==> src/sv/cubic_interpolating_resampler_top_assert.svh <==
// Assertion macros for the cubic interpolating resampler.
`ifndef CUBIC_INTERPOLATING_RESAMPLER_TOP_ASSERT_SVH
`define CUBIC_INTERPOLATING_RESAMPLER_TOP_ASSERT_SVH

// Same-cycle implication, disabled during reset.
`define CIR_ASSERT_SAME(lbl, clk, rst, ante, cons, msg) \
   lbl: assert property (@(posedge clk) disable iff (rst) (ante) |-> (cons)) else $error(msg);

// Next-cycle implication, disabled during reset.
`define CIR_ASSERT_NEXT(lbl, clk, rst, ante, cons, msg) \
   lbl: assert property (@(posedge clk) disable iff (rst) (ante) |=> (cons)) else $error(msg);

`endif

==> src/sv/cir_pkg.sv <==
// Package: shared types and constants of the cubic interpolating resampler.
package cir_pkg;

   // Phase accumulator and step register width
   localparam int PHASE_BITS = 31;
   // Interpolation fraction t, unsigned Q0.16
   localparam int T_BITS = 16;
   // Most results one input item may cause
   localparam int MAX_RESULTS = 64;
   localparam int CNT_BITS = $clog2(MAX_RESULTS + 1);

   // Sequencer states
   typedef enum logic [2:0] {
      ST_IDLE,
      ST_CHECK,
      ST_MUL_LO,
      ST_MUL_HI,
      ST_ACCUM,
      ST_EMIT
   } state_type;

   // Horner step being evaluated
   typedef enum logic [1:0] {
      HS_C,
      HS_B,
      HS_A
   } horner_type;

endpackage

==> src/sv/cubic_interpolating_resampler_top.sv <==
// Catmull-Rom cubic resampler: one shared multiplier driven by a small sequencer.
//
// Fractional-rate resampler. Each input item (req_) first releases the
// interpolated outputs (rsp_) owed while the phase is below one, then enters
// the four-sample history. rsp_last marks the final output caused by an item;
// an item may cause none. At most 64 outputs per item. csr_step sets input
// samples advanced per output (FRAC_BITS fraction bits) and is to be written
// only while the block is idle; the block itself does not enforce this. Each
// output runs three Horner steps on one shared multiplier of about half the
// operand width by 17 bits; each step passes through a low half, a high half
// and an accumulate state, then an emit state rounds, saturates and emits.
// The input is not ready while an item is at work.
module cubic_interpolating_resampler_top #(
   parameter int SAMPLE_BITS = 16,
   parameter int FRAC_BITS   = 24
) (
   input  logic                          clock,
   input  logic                          reset,
   // input items
   input  logic                          req_valid,
   output logic                          req_ready,
   input  logic signed [SAMPLE_BITS-1:0] req_sample_in,
   // results
   output logic                          rsp_valid,
   input  logic                          rsp_ready,
   output logic signed [SAMPLE_BITS-1:0] rsp_sample_out,
   output logic                          rsp_last,
   // step register write
   input  logic                          csr_valid,
   output logic                          csr_ready,
   input  logic [cir_pkg::PHASE_BITS-1:0] csr_step
);

   // Datapath widths
   localparam int OPND_W = SAMPLE_BITS + 23;       // Horner operand
   localparam int LO_W   = (OPND_W + 1) / 2;       // low half of operand
   localparam int HI_W   = OPND_W - LO_W;          // high half of operand
   localparam int MA_W   = LO_W + 1;               // multiplier operand
   localparam int PROD_W = MA_W + cir_pkg::T_BITS + 1;
   localparam int TOT_W  = PROD_W + LO_W;
   localparam int CA_W   = SAMPLE_BITS + 1;        // coefficient a
   localparam int CB_W   = SAMPLE_BITS + 5;        // coefficient b
   localparam int CC_W   = SAMPLE_BITS + 4;        // coefficient c
   localparam int Y_W    = OPND_W + 1 - 17;        // rounded sample before clamp
   localparam int PX_W   = cir_pkg::PHASE_BITS + 17;

   localparam logic [32:0] ONE_W = 33'd1 << FRAC_BITS;
   localparam logic [cir_pkg::PHASE_BITS-1:0] ONE_P = ONE_W[cir_pkg::PHASE_BITS-1:0];
   localparam logic signed [Y_W-1:0] Y_MAX = {{(Y_W-SAMPLE_BITS+1){1'b0}},
                                              {(SAMPLE_BITS-1){1'b1}}};
   localparam logic signed [Y_W-1:0] Y_MIN = {{(Y_W-SAMPLE_BITS+1){1'b1}},
                                              {(SAMPLE_BITS-1){1'b0}}};
   localparam logic [cir_pkg::CNT_BITS-1:0] CNT_MAX =
      cir_pkg::CNT_BITS'(cir_pkg::MAX_RESULTS);

   // State
   cir_pkg::state_type  state_ff, state_in;
   cir_pkg::horner_type hstep_ff, hstep_in;
   logic [cir_pkg::CNT_BITS-1:0] cnt_ff, cnt_in;
   logic [cir_pkg::PHASE_BITS-1:0] phase_ff, phase_in;
   logic [cir_pkg::PHASE_BITS-1:0] step_ff, step_in;
   logic signed [SAMPLE_BITS-1:0] hist_ff [4];
   logic signed [SAMPLE_BITS-1:0] hist_in [4];
   logic signed [SAMPLE_BITS-1:0] smp_ff, smp_in;
   logic signed [CA_W-1:0] ca_ff, ca_in;
   logic signed [CB_W-1:0] cb_ff, cb_in;
   logic signed [CC_W-1:0] cc_ff, cc_in;
   logic [cir_pkg::T_BITS-1:0] t_ff, t_in;
   logic signed [OPND_W-1:0] opnd_ff, opnd_in;
   logic signed [PROD_W-1:0] prod_ff, prod_in;
   logic signed [PROD_W-1:0] acc_ff, acc_in;
   logic rsp_valid_ff, rsp_valid_in;
   logic signed [SAMPLE_BITS-1:0] rsp_sample_ff, rsp_sample_in;
   logic rsp_last_ff, rsp_last_in;

   // Helpers
   logic req_fire;
   logic out_free;
   logic phase_lt_one;
   logic emit_go;
   logic [PX_W-1:0] phase_x;
   logic signed [MA_W-1:0] mul_a;
   logic signed [TOT_W-1:0] total;
   logic signed [OPND_W-1:0] hres;
   logic [cir_pkg::PHASE_BITS:0] phase_sum;
   logic [cir_pkg::PHASE_BITS-1:0] phase_adv;
   logic adv_lt_one;
   logic [cir_pkg::CNT_BITS-1:0] cnt_inc;
   logic signed [OPND_W:0] ysum;
   logic signed [Y_W-1:0] yval;
   logic signed [SAMPLE_BITS-1:0] ysat;
   logic signed [SAMPLE_BITS+3:0] h0x, h1x, h2x, h3x;

   assign req_fire     = req_valid && req_ready;
   assign out_free     = !rsp_valid_ff || rsp_ready;
   assign phase_lt_one = {2'b00, phase_ff} < ONE_W;
   assign emit_go      = (state_ff == cir_pkg::ST_EMIT) && out_free;
   assign phase_x      = {17'd0, phase_ff};

   // Ports
   assign req_ready      = (state_ff == cir_pkg::ST_IDLE);
   assign csr_ready      = 1'b1;
   assign rsp_valid      = rsp_valid_ff;
   assign rsp_sample_out = rsp_sample_ff;
   assign rsp_last       = rsp_last_ff;

   // Shared multiplier: one operand half times t
   always_comb begin
      if (state_ff == cir_pkg::ST_MUL_LO) begin
         mul_a = $signed({1'b0, opnd_ff[LO_W-1:0]});
      end else begin
         mul_a = $signed({{(MA_W-HI_W){opnd_ff[OPND_W-1]}}, opnd_ff[OPND_W-1:LO_W]});
      end
   end
   assign prod_in = mul_a * $signed({1'b0, t_ff});

   // Recombine halves; floor divide by 2^16 after the first step
   assign total = $signed({{(TOT_W-PROD_W){acc_ff[PROD_W-1]}}, acc_ff})
                + $signed({prod_ff, {LO_W{1'b0}}});
   assign hres  = (hstep_ff == cir_pkg::HS_C) ? total[OPND_W-1:0]
                                              : total[OPND_W+15:16];

   // Phase advance, saturating at full scale
   assign phase_sum  = {1'b0, phase_ff} + {1'b0, step_ff};
   assign phase_adv  = phase_sum[cir_pkg::PHASE_BITS] ? {cir_pkg::PHASE_BITS{1'b1}}
                                                      : phase_sum[cir_pkg::PHASE_BITS-1:0];
   assign adv_lt_one = {2'b00, phase_adv} < ONE_W;
   assign cnt_inc    = cnt_ff + 1'b1;

   // Final rounding (halve, round half up) and clamp
   assign ysum = $signed({{(OPND_W-SAMPLE_BITS-16){hist_ff[1][SAMPLE_BITS-1]}},
                          hist_ff[1], 17'd0})
               + $signed({opnd_ff[OPND_W-1], opnd_ff})
               + $signed({{(OPND_W-16){1'b0}}, 1'b1, 16'd0});
   assign yval = ysum[OPND_W:17];
   always_comb begin
      if (yval > Y_MAX) begin
         ysat = Y_MAX[SAMPLE_BITS-1:0];
      end else if (yval < Y_MIN) begin
         ysat = Y_MIN[SAMPLE_BITS-1:0];
      end else begin
         ysat = yval[SAMPLE_BITS-1:0];
      end
   end

   // Coefficients from the current history
   assign h0x = {{4{hist_ff[0][SAMPLE_BITS-1]}}, hist_ff[0]};
   assign h1x = {{4{hist_ff[1][SAMPLE_BITS-1]}}, hist_ff[1]};
   assign h2x = {{4{hist_ff[2][SAMPLE_BITS-1]}}, hist_ff[2]};
   assign h3x = {{4{hist_ff[3][SAMPLE_BITS-1]}}, hist_ff[3]};

   // Next state
   always_comb begin
      state_in = state_ff;
      unique case (state_ff)
         cir_pkg::ST_IDLE: begin
            if (req_fire) begin
               state_in = cir_pkg::ST_CHECK;
            end
         end
         cir_pkg::ST_CHECK: begin
            if (phase_lt_one && (cnt_ff < CNT_MAX)) begin
               state_in = cir_pkg::ST_MUL_LO;
            end else begin
               state_in = cir_pkg::ST_IDLE;
            end
         end
         cir_pkg::ST_MUL_LO: state_in = cir_pkg::ST_MUL_HI;
         cir_pkg::ST_MUL_HI: state_in = cir_pkg::ST_ACCUM;
         cir_pkg::ST_ACCUM: begin
            if (hstep_ff == cir_pkg::HS_A) begin
               state_in = cir_pkg::ST_EMIT;
            end else begin
               state_in = cir_pkg::ST_MUL_LO;
            end
         end
         cir_pkg::ST_EMIT: begin
            if (out_free) begin
               state_in = cir_pkg::ST_CHECK;
            end
         end
         default: state_in = cir_pkg::ST_IDLE;
      endcase
   end

   // Datapath and control outputs
   always_comb begin
      hstep_in      = hstep_ff;
      cnt_in        = cnt_ff;
      phase_in      = phase_ff;
      step_in       = step_ff;
      hist_in       = hist_ff;
      smp_in        = smp_ff;
      ca_in         = ca_ff;
      cb_in         = cb_ff;
      cc_in         = cc_ff;
      t_in          = t_ff;
      opnd_in       = opnd_ff;
      acc_in        = acc_ff;
      rsp_valid_in  = rsp_valid_ff && !rsp_ready;
      rsp_sample_in = rsp_sample_ff;
      rsp_last_in   = rsp_last_ff;

      if (csr_valid && csr_ready) begin
         step_in = csr_step;
      end

      unique case (state_ff)
         cir_pkg::ST_IDLE: begin
            if (req_fire) begin
               smp_in = req_sample_in;
               ca_in  = CA_W'(h2x - h0x);
               cb_in  = CB_W'((h0x <<< 1) - (h1x <<< 2) - h1x + (h2x <<< 2) - h3x);
               cc_in  = CC_W'((h1x <<< 1) + h1x - (h2x <<< 1) - h2x + h3x - h0x);
               cnt_in = '0;
            end
         end
         cir_pkg::ST_CHECK: begin
            if (phase_lt_one && (cnt_ff < CNT_MAX)) begin
               t_in     = phase_x[FRAC_BITS-1 -: cir_pkg::T_BITS];
               opnd_in  = OPND_W'(cc_ff);
               hstep_in = cir_pkg::HS_C;
            end else begin
               // item done: shift history, drop one sample of phase (zero if below one)
               hist_in[0] = hist_ff[1];
               hist_in[1] = hist_ff[2];
               hist_in[2] = hist_ff[3];
               hist_in[3] = smp_ff;
               phase_in   = phase_lt_one ? '0 : (phase_ff - ONE_P);
               cnt_in     = '0;
            end
         end
         cir_pkg::ST_MUL_LO: begin
         end
         cir_pkg::ST_MUL_HI: begin
            acc_in = prod_ff;
         end
         cir_pkg::ST_ACCUM: begin
            case (hstep_ff)
               cir_pkg::HS_C: begin
                  opnd_in  = hres + $signed({{(OPND_W-CB_W-16){cb_ff[CB_W-1]}}, cb_ff, 16'd0});
                  hstep_in = cir_pkg::HS_B;
               end
               cir_pkg::HS_B: begin
                  opnd_in  = hres + $signed({{(OPND_W-CA_W-16){ca_ff[CA_W-1]}}, ca_ff, 16'd0});
                  hstep_in = cir_pkg::HS_A;
               end
               default: begin
                  opnd_in = hres;
               end
            endcase
         end
         cir_pkg::ST_EMIT: begin
            if (emit_go) begin
               rsp_valid_in  = 1'b1;
               rsp_sample_in = ysat;
               rsp_last_in   = !(adv_lt_one && (cnt_inc < CNT_MAX));
               phase_in      = phase_adv;
               cnt_in        = cnt_inc;
            end
         end
         default: begin
         end
      endcase
   end

   // Registers
   always_ff @(posedge clock) begin
      if (reset) begin
         state_ff     <= cir_pkg::ST_IDLE;
         hstep_ff     <= cir_pkg::HS_C;
         cnt_ff       <= '0;
         phase_ff     <= '0;
         step_ff      <= ONE_P;
         hist_ff      <= '{default: '0};
         rsp_valid_ff <= 1'b0;
      end else begin
         state_ff     <= state_in;
         hstep_ff     <= hstep_in;
         cnt_ff       <= cnt_in;
         phase_ff     <= phase_in;
         step_ff      <= step_in;
         hist_ff      <= hist_in;
         rsp_valid_ff <= rsp_valid_in;
      end
   end

   // Payload registers
   always_ff @(posedge clock) begin
      smp_ff        <= smp_in;
      ca_ff         <= ca_in;
      cb_ff         <= cb_in;
      cc_ff         <= cc_in;
      t_ff          <= t_in;
      opnd_ff       <= opnd_in;
      prod_ff       <= prod_in;
      acc_ff        <= acc_in;
      rsp_sample_ff <= rsp_sample_in;
      rsp_last_ff   <= rsp_last_in;
   end

   // Checks
`include "cubic_interpolating_resampler_top_assert.svh"

   `CIR_ASSERT_SAME(a_cnt_cap, clock, reset, 1'b1, cnt_ff <= CNT_MAX, "result count past cap")
   `CIR_ASSERT_NEXT(a_cap_ends, clock, reset, (state_ff == cir_pkg::ST_CHECK) && (cnt_ff == CNT_MAX), state_ff == cir_pkg::ST_IDLE, "cap reached but item not closed")
   `CIR_ASSERT_SAME(a_ready_clean, clock, reset, req_ready, cnt_ff == '0, "ready with results pending")
   `CIR_ASSERT_NEXT(a_emit_loads, clock, reset, emit_go, rsp_valid_ff, "emitted result not presented")

endmodule
==> config.mk <==
export PLATFORM = sky130hd
export DESIGN_NAME = cubic_interpolating_resampler_top
export DESIGN_NICKNAME = d
export VERILOG_FILES = /design/src/sv/cir_pkg.sv /design/src/sv/cubic_interpolating_resampler_top.sv
export VERILOG_INCLUDE_DIRS = /design/src /design/src/sv
export SDC_FILE = /design/constraint.sdc
export NUM_CORES = 2
export LEC_CHECK = 0
export ABC_AREA = 1
export CORE_MARGIN = 4
export CORE_UTILIZATION = 45
export DETAILED_ROUTE_END_ITERATION = 10
export DONT_BUFFER_PORTS = 1
export GPL_TIMING_DRIVEN = 0
export HOLD_SLACK_MARGIN = 0.12
export SLEW_MARGIN = 25
export SYNTH_ARGS = -nofsm -noshare
export SYNTH_HDL_FRONTEND = slang
export SYNTH_SLANG_ARGS = --single-unit
==> constraint.sdc <==
create_clock -name clock -period 8.79 [get_ports clock]
set_input_delay 1.3185 -clock clock [delete_from_list [all_inputs] [get_ports clock]]
set_output_delay 1.3185 -clock clock [all_outputs]
set_load 0.01 [all_outputs]
=== Word-level counts from Yosys, hierarchy flattened ===
Cells that the tools add are included.

* RAM bits: 0
* Bits in latches: 0
* Register bits after elaboration: 361
* Memories: 0
* Memory bits (read-only): 0
* Input port bits: 52
* Word-level logic and storage cells: 107

* Equal/unequal tests: 13
* Order comparisons: 6
* Multiplexer cells: 25
* Shift operators: 0
* Bitwise logic cells: 1
* Divide/modulo/power cells: 0
* Reduce and logical (&&, ||, !) cells: 23
* Multiply operators: 1
* $add $sub $neg: 18

{| class="wikitable"
|+ Operator list
! kind !! count
|-
| one-hot mux 39 bit (2 select lines) || 2
|-
| two-way mux 31 bit || 4
|-
| two-way mux 39 bit || 2
|-
| < comparator 31 x 25 -> 1 bit (second input constant) || 2
|-
| one-hot mux 31 bit (2 select lines) || 1
|-
| adder 38 x 55 -> 55 bit || 1
|-
| adder 33 x 39 -> 40 bit || 1
|-
| adder 40 x 18 -> 40 bit (second input constant) || 1
|-
| subtractor 19 x 16 -> 20 bit || 2
|-
| adder 39 x 33 -> 39 bit || 1
|-
| adder 39 x 37 -> 39 bit || 1
|-
| multiplier 21 x 17 -> 38 bit || 1
|-
| adder 31 x 31 -> 32 bit || 1
|-
| subtractor 31 x 25 -> 31 bit (second input constant) || 1
|-
| greater-than comparator 23 x 16 -> 1 bit (second input constant) || 1
|-
| < comparator 23 x 16 -> 1 bit (second input constant) || 1
|-
| adder 20 x 18 -> 21 bit || 1
|-
| two-way mux 21 bit || 1
|-
| two-way mux 7 bit || 3
|-
| one-hot mux 7 bit (3 select lines) || 1
|-
| subtractor 21 x 16 -> 21 bit || 1
|-
| adder 20 x 16 -> 20 bit || 1
|-
| subtractor 20 x 16 -> 20 bit || 1
|-
| subtractor 17 x 18 -> 19 bit || 1
|-
| other kinds (30) || 54
|}

=== Depth between registers and ports, before layout ===
* Depth after elaboration: 5
* Depth in mapped cells: 34
* Mapped depth without buffers: 32

=== Least setup slack after synthesis ===
Ideal clock, no wire load.

* Kind: register -> register
* Start point: reg state_ff[1]
* End point: reg prod_ff[25]
* Period minus slack after synthesis: 6.297 ns
* Stages on the path, launching flop included: 29
* Path buffers: 2
* Setup slack: 2.493 ns
* Library setup time: 0.127 ns
* Arrival time: 6.170 ns
* Path through: dfxtp_1 -> inv_1 -> nor2_1 -> nand2_1 -> inv_1 -> clkbuf_1 -> or2_2 -> o21ai_0 -> inv_1 -> buf_2 -> nand2_1 -> fa_1 -> fa_1 -> fa_1 -> inv_1 -> fa_1 -> fa_1 -> inv_1 -> fa_1 -> inv_1 -> ha_1 -> a21oi_1 -> nor2_1 -> nor2_1 -> o21ai_0 -> or2_2 -> a21oi_1 -> o21ai_0 -> xor2_1

* Cells in the longest elaborated chain, start to end: 3

{| class="wikitable"
|+ RTL lines
! what !! line !! source
|-
| start, declared || cubic_interpolating_resampler_top.sv:57 || <nowiki>cir_pkg::state_type state_ff, state_in;</nowiki>
|-
| start signal, assigned || cubic_interpolating_resampler_top.sv:270 || <nowiki>state_ff <= cir_pkg::ST_IDLE;</nowiki>
|-
| start signal, assigned || cubic_interpolating_resampler_top.sv:278 || <nowiki>state_ff <= state_in;</nowiki>
|-
| == test 3 x 2 -> 1 bit || cubic_interpolating_resampler_top.sv:109 || <nowiki>if (state_ff == cir_pkg::ST_MUL_LO) begin</nowiki>
|-
| two-way mux 21 bit || cubic_interpolating_resampler_top.sv:109 ||
|-
| multiplier 21 x 17 -> 38 bit || cubic_interpolating_resampler_top.sv:115 || <nowiki>assign prod_in = mul_a * $signed({1'b0, t_ff});</nowiki>
|-
| named net prod_in[25] || cubic_interpolating_resampler_top.sv:70 || <nowiki>logic signed [PROD_W-1:0] prod_ff, prod_in;</nowiki>
|-
| end signal, assigned || cubic_interpolating_resampler_top.sv:296 || <nowiki>prod_ff <= prod_in;</nowiki>
|-
| end, declared || cubic_interpolating_resampler_top.sv:70 ||
|}

The timed path passes the listed nets, and every way through them passes these cells.
A chain may end at the register's enable or synchronous reset.

=== Final worst setup path ===
* Start point: reg state_ff[1]
* End point: reg prod_ff[34]

Same word-level chain as after synthesis.

==> flow_summary_export.csv <==
group,metric,value,unit
logic_synthesis,synth_flop_cell,"edfxtp_1",
clocking,clock-sinks,361,
min_path,min_from,"prod_ff[35]",
logic_synthesis,ys_seq_area_share,24.2,%
drt,drt_iter0_drc,2484,
floorplanning,ios,72,
sta,slew_headroom,33.4,%
global_routing,antenna_found_initial,4,
sta,finalHoldViolations,0,
clocking,cts_max_path_buffers,3,
job,max_cap_violations,0,
layout,layout_common_cells,"nand2_1, inv_1, fa_1",
drt,route.detailed.drc,0,
drt,vias_per_cell,5.36,
clocking,cts_setup_buffers,0,
setup_path,crit_type,"flop to flop",
floorplanning,start_util,45.5,%
global_routing,grt_usage,27.0,%
setup_path,slowest_delay,0.79,ns
drt,finalWirelength,116,mm
floorplanning,die_height,297,microns
place,portBuffers,0,
global_routing,grt_pass1_vias,30800,
logic_synthesis,ys_warn_count,0,
global_routing,grt_max_degree,33,
clocking,clkSlewWorstSetupHoldPaths,0.06,ns
drt,first_pass_iters,6,
logic_synthesis,synth_cells,4613,
layout,final_common_cell,"nand2_1",
logic_synthesis,synth-edff-count,184,
global_routing,grt_pass1_wl,181,mm
logic_synthesis,synth.distinct_cells,60,
sta,clock.fmax,0.125,GHz
layout,nNetsFinal,5452,
logic_synthesis,netlist_area,37500,sq um
setup_path,r2r_slack,0.80,ns
sta,worst_slew_pin_slew,0.988,ns
min_path,hold_path.class,"flop to flop",
setup_path,cp.arrival,8.43,ns
clocking,numCtsBuffers,42,
sta,drv_slew,0,
setup_path,critical-path-top-delay-family,"adder cells",
global_routing,grtUsageMet1,37.8,%
sta,period_needed,7.99,ns
drt,wl_per_cell,20.1,microns
sta,rsz0062_at_grt,"false",
sta,setup_viol,0,
setup_path,slowest_stage,"a21oi_1",
layout,fill_cells,8072,
run_status,status,"finished clean",
setup_path,cp-start-kind,"flop",
clocking,worstSkewPairLatency,0.58,ns
clocking,cts-root-buf,"clkbuf_16",
floorplanning,design.core.area,82400,sq um
global_routing,grt-busiest-layer,"met2",
clocking,htreeDepth,2,
floorplanning,dieWidth,297,microns
sta,period_share,90.9,%
setup_path,required,9.24,ns
clocking,cts_resized,0,
drt,vias,31000,
global_routing,gr-usage-met3,6.66,%
setup_path,path_buf_inv,6,
setup_path,cp_common_cell,"nand2_1",
logic_synthesis,ys_async_sr_fraction,0,%
place,gp_congestion,0.964,
layout,area_delta_synth_final,8.16,%
logic_synthesis,synth_nets,5389,
clocking,hold_buffers,0,
place,hpwl,99.2,mm
setup_path,startpoint,"state_ff[1]",
sta,finalClockSkew,0.0274,ns
setup_path,cp_max_fo,9,
logic_synthesis,synth_area_per_cell,8.12,sq um
floorplanning,rows,105,
global_routing,grt_overflow,0,
logic_synthesis,synth.ff_latch_count,361,
sta,setup_tns,0,ns
drt,ant_nets,0,
setup_path,reg2reg_from,"state_ff[1]",
layout,drive_gt1_share,4.16,%
setup_path,worst_setup_path_end_kind,"flop",
clocking,cts_tree,"yes",
layout,diodes,0,
floorplanning,die-area,88000,sq um
global_routing,use_met2,42.4,%
final cells by class:
class                   count  area (sq um)  area share [%]
clock inverters            22           239           0.590
repair buffers             19           220           0.543
plain buffers             116           499            1.23
clock buffers              55          1240            3.05
inverters                 808          3030            7.48
multi-input cells        3328         24900            61.4
flip-flops and latches    361          9070            22.4
well taps                1070          1340            3.30
layer usage:
metal,vias to the layer above,routed length [microns],share of wire [%]
met5,-,0,0
met4,0,3180,2.7
met3,175,10500,9.0
met2,1046,51400,44
met1,14900,51200,44
li1,14800,-,-
final timing paths:
kind                                    end  depth (start not counted)
worst min-delay path             acc_ff[35]                          0
worst max-delay path            prod_ff[34]                         27
worst max register to register  prod_ff[34]                         27
worst min register to register   acc_ff[35]                          0
registers in the layout, summed over array words and instances, names as in the netlist:
| name | cells |
|---|---|
| step_ff | 31 |
| opnd_ff | 39 |
| h3x | 16 |
| hstep_ff | 2 |
| cc_ff | 20 |
| cnt_ff | 7 |
| ca_ff | 17 |
| h2x | 16 |
| h0x | 16 |
| t_ff | 16 |
| prod_ff | 38 |
| h1x | 16 |
| rsp_valid | 1 |
| phase_ff | 31 |
| state_ff | 3 |
| smp_ff | 16 |
| rsp_sample_out | 16 |
| acc_ff | 38 |
| cb_ff | 21 |
| rsp_last | 1 |
synthesized netlist by cell type (8+ instances only):
library cell | count | area share (%)
nand2_1 | 959 | 9.6
inv_1 | 799 | 8.0
fa_1 | 456 | 24
nor2_1 | 429 | 4.3
a21oi_1 | 334 | 4.5
ha_1 | 268 | 8.9
o21ai_0 | 267 | 3.6
edfxtp_1 | 184 | 15
dfxtp_1 | 177 | 9.5
nand3_1 | 168 | 2.2
xor2_1 | 88 | 2.1
clkbuf_1 | 74 | 0.74
xnor2_1 | 57 | 1.3
nand4_1 | 41 | 0.68
nor3_1 | 37 | 0.49
or2_2 | 25 | 0.42
o211ai_1 | 24 | 0.48
o21bai_1 | 23 | 0.46
buf_2 | 22 | 0.29
a21o_1 | 18 | 0.36
a31oi_1 | 15 | 0.25
buf_1 | 15 | 0.15
nand2_2 | 12 | 0.20
o21ai_1 | 9 | 0.12
a21boi_0 | 8 | 0.16
and2_1 | 8 | 0.13
nand3b_1 | 8 | 0.16
nor2_2 | 8 | 0.13
nor4_1 | 8 | 0.13
through the flow:
step                      cells  hold slack, ns  setup slack, ns  utilization (%)  area, sq um
final                      5779           0.417            0.801             49.2        40500
after global routing       5779           0.424            0.378             49.2        40500
after global placement     5683           0.392            0.532             47.1        38800
after floorplan            4613           0.386             2.49                -        37500
after CTS                  5779           0.419            0.889             49.2        40500
after detailed placement   5702           0.400            0.937             47.4        39100
cells by family (layout without fill, tap and decap cells):
kind of cell	Yosys count	in the layout	synth area share [%]
fa+ha+maj	724	724	33.3
simple gates	1721	1721	19.0
xor+xnor	145	145	3.39
buf+inv	924	1020	9.42
flops	361	361	24.2
other cells	1	1	0.0100
mux	1	1	0.0267
compound gates	736	736	10.7
worst register-to-register path: cells and delay by family, from the launching register on:
kind / cells / cell delay, ns
AO/OA/AOI/OAI: 2 / 0.95
AND/OR/NAND/NOR: 12 / 2.01
flip-flops: 1 / 0.35
adder cells (fa/ha/maj): 7 / 3.41
buffers and inverters: 6 / 1.14
Power is left out: the tool's default activity adds up to more than one toggle a clock period on the data nets, which glitch-free logic cannot reach.
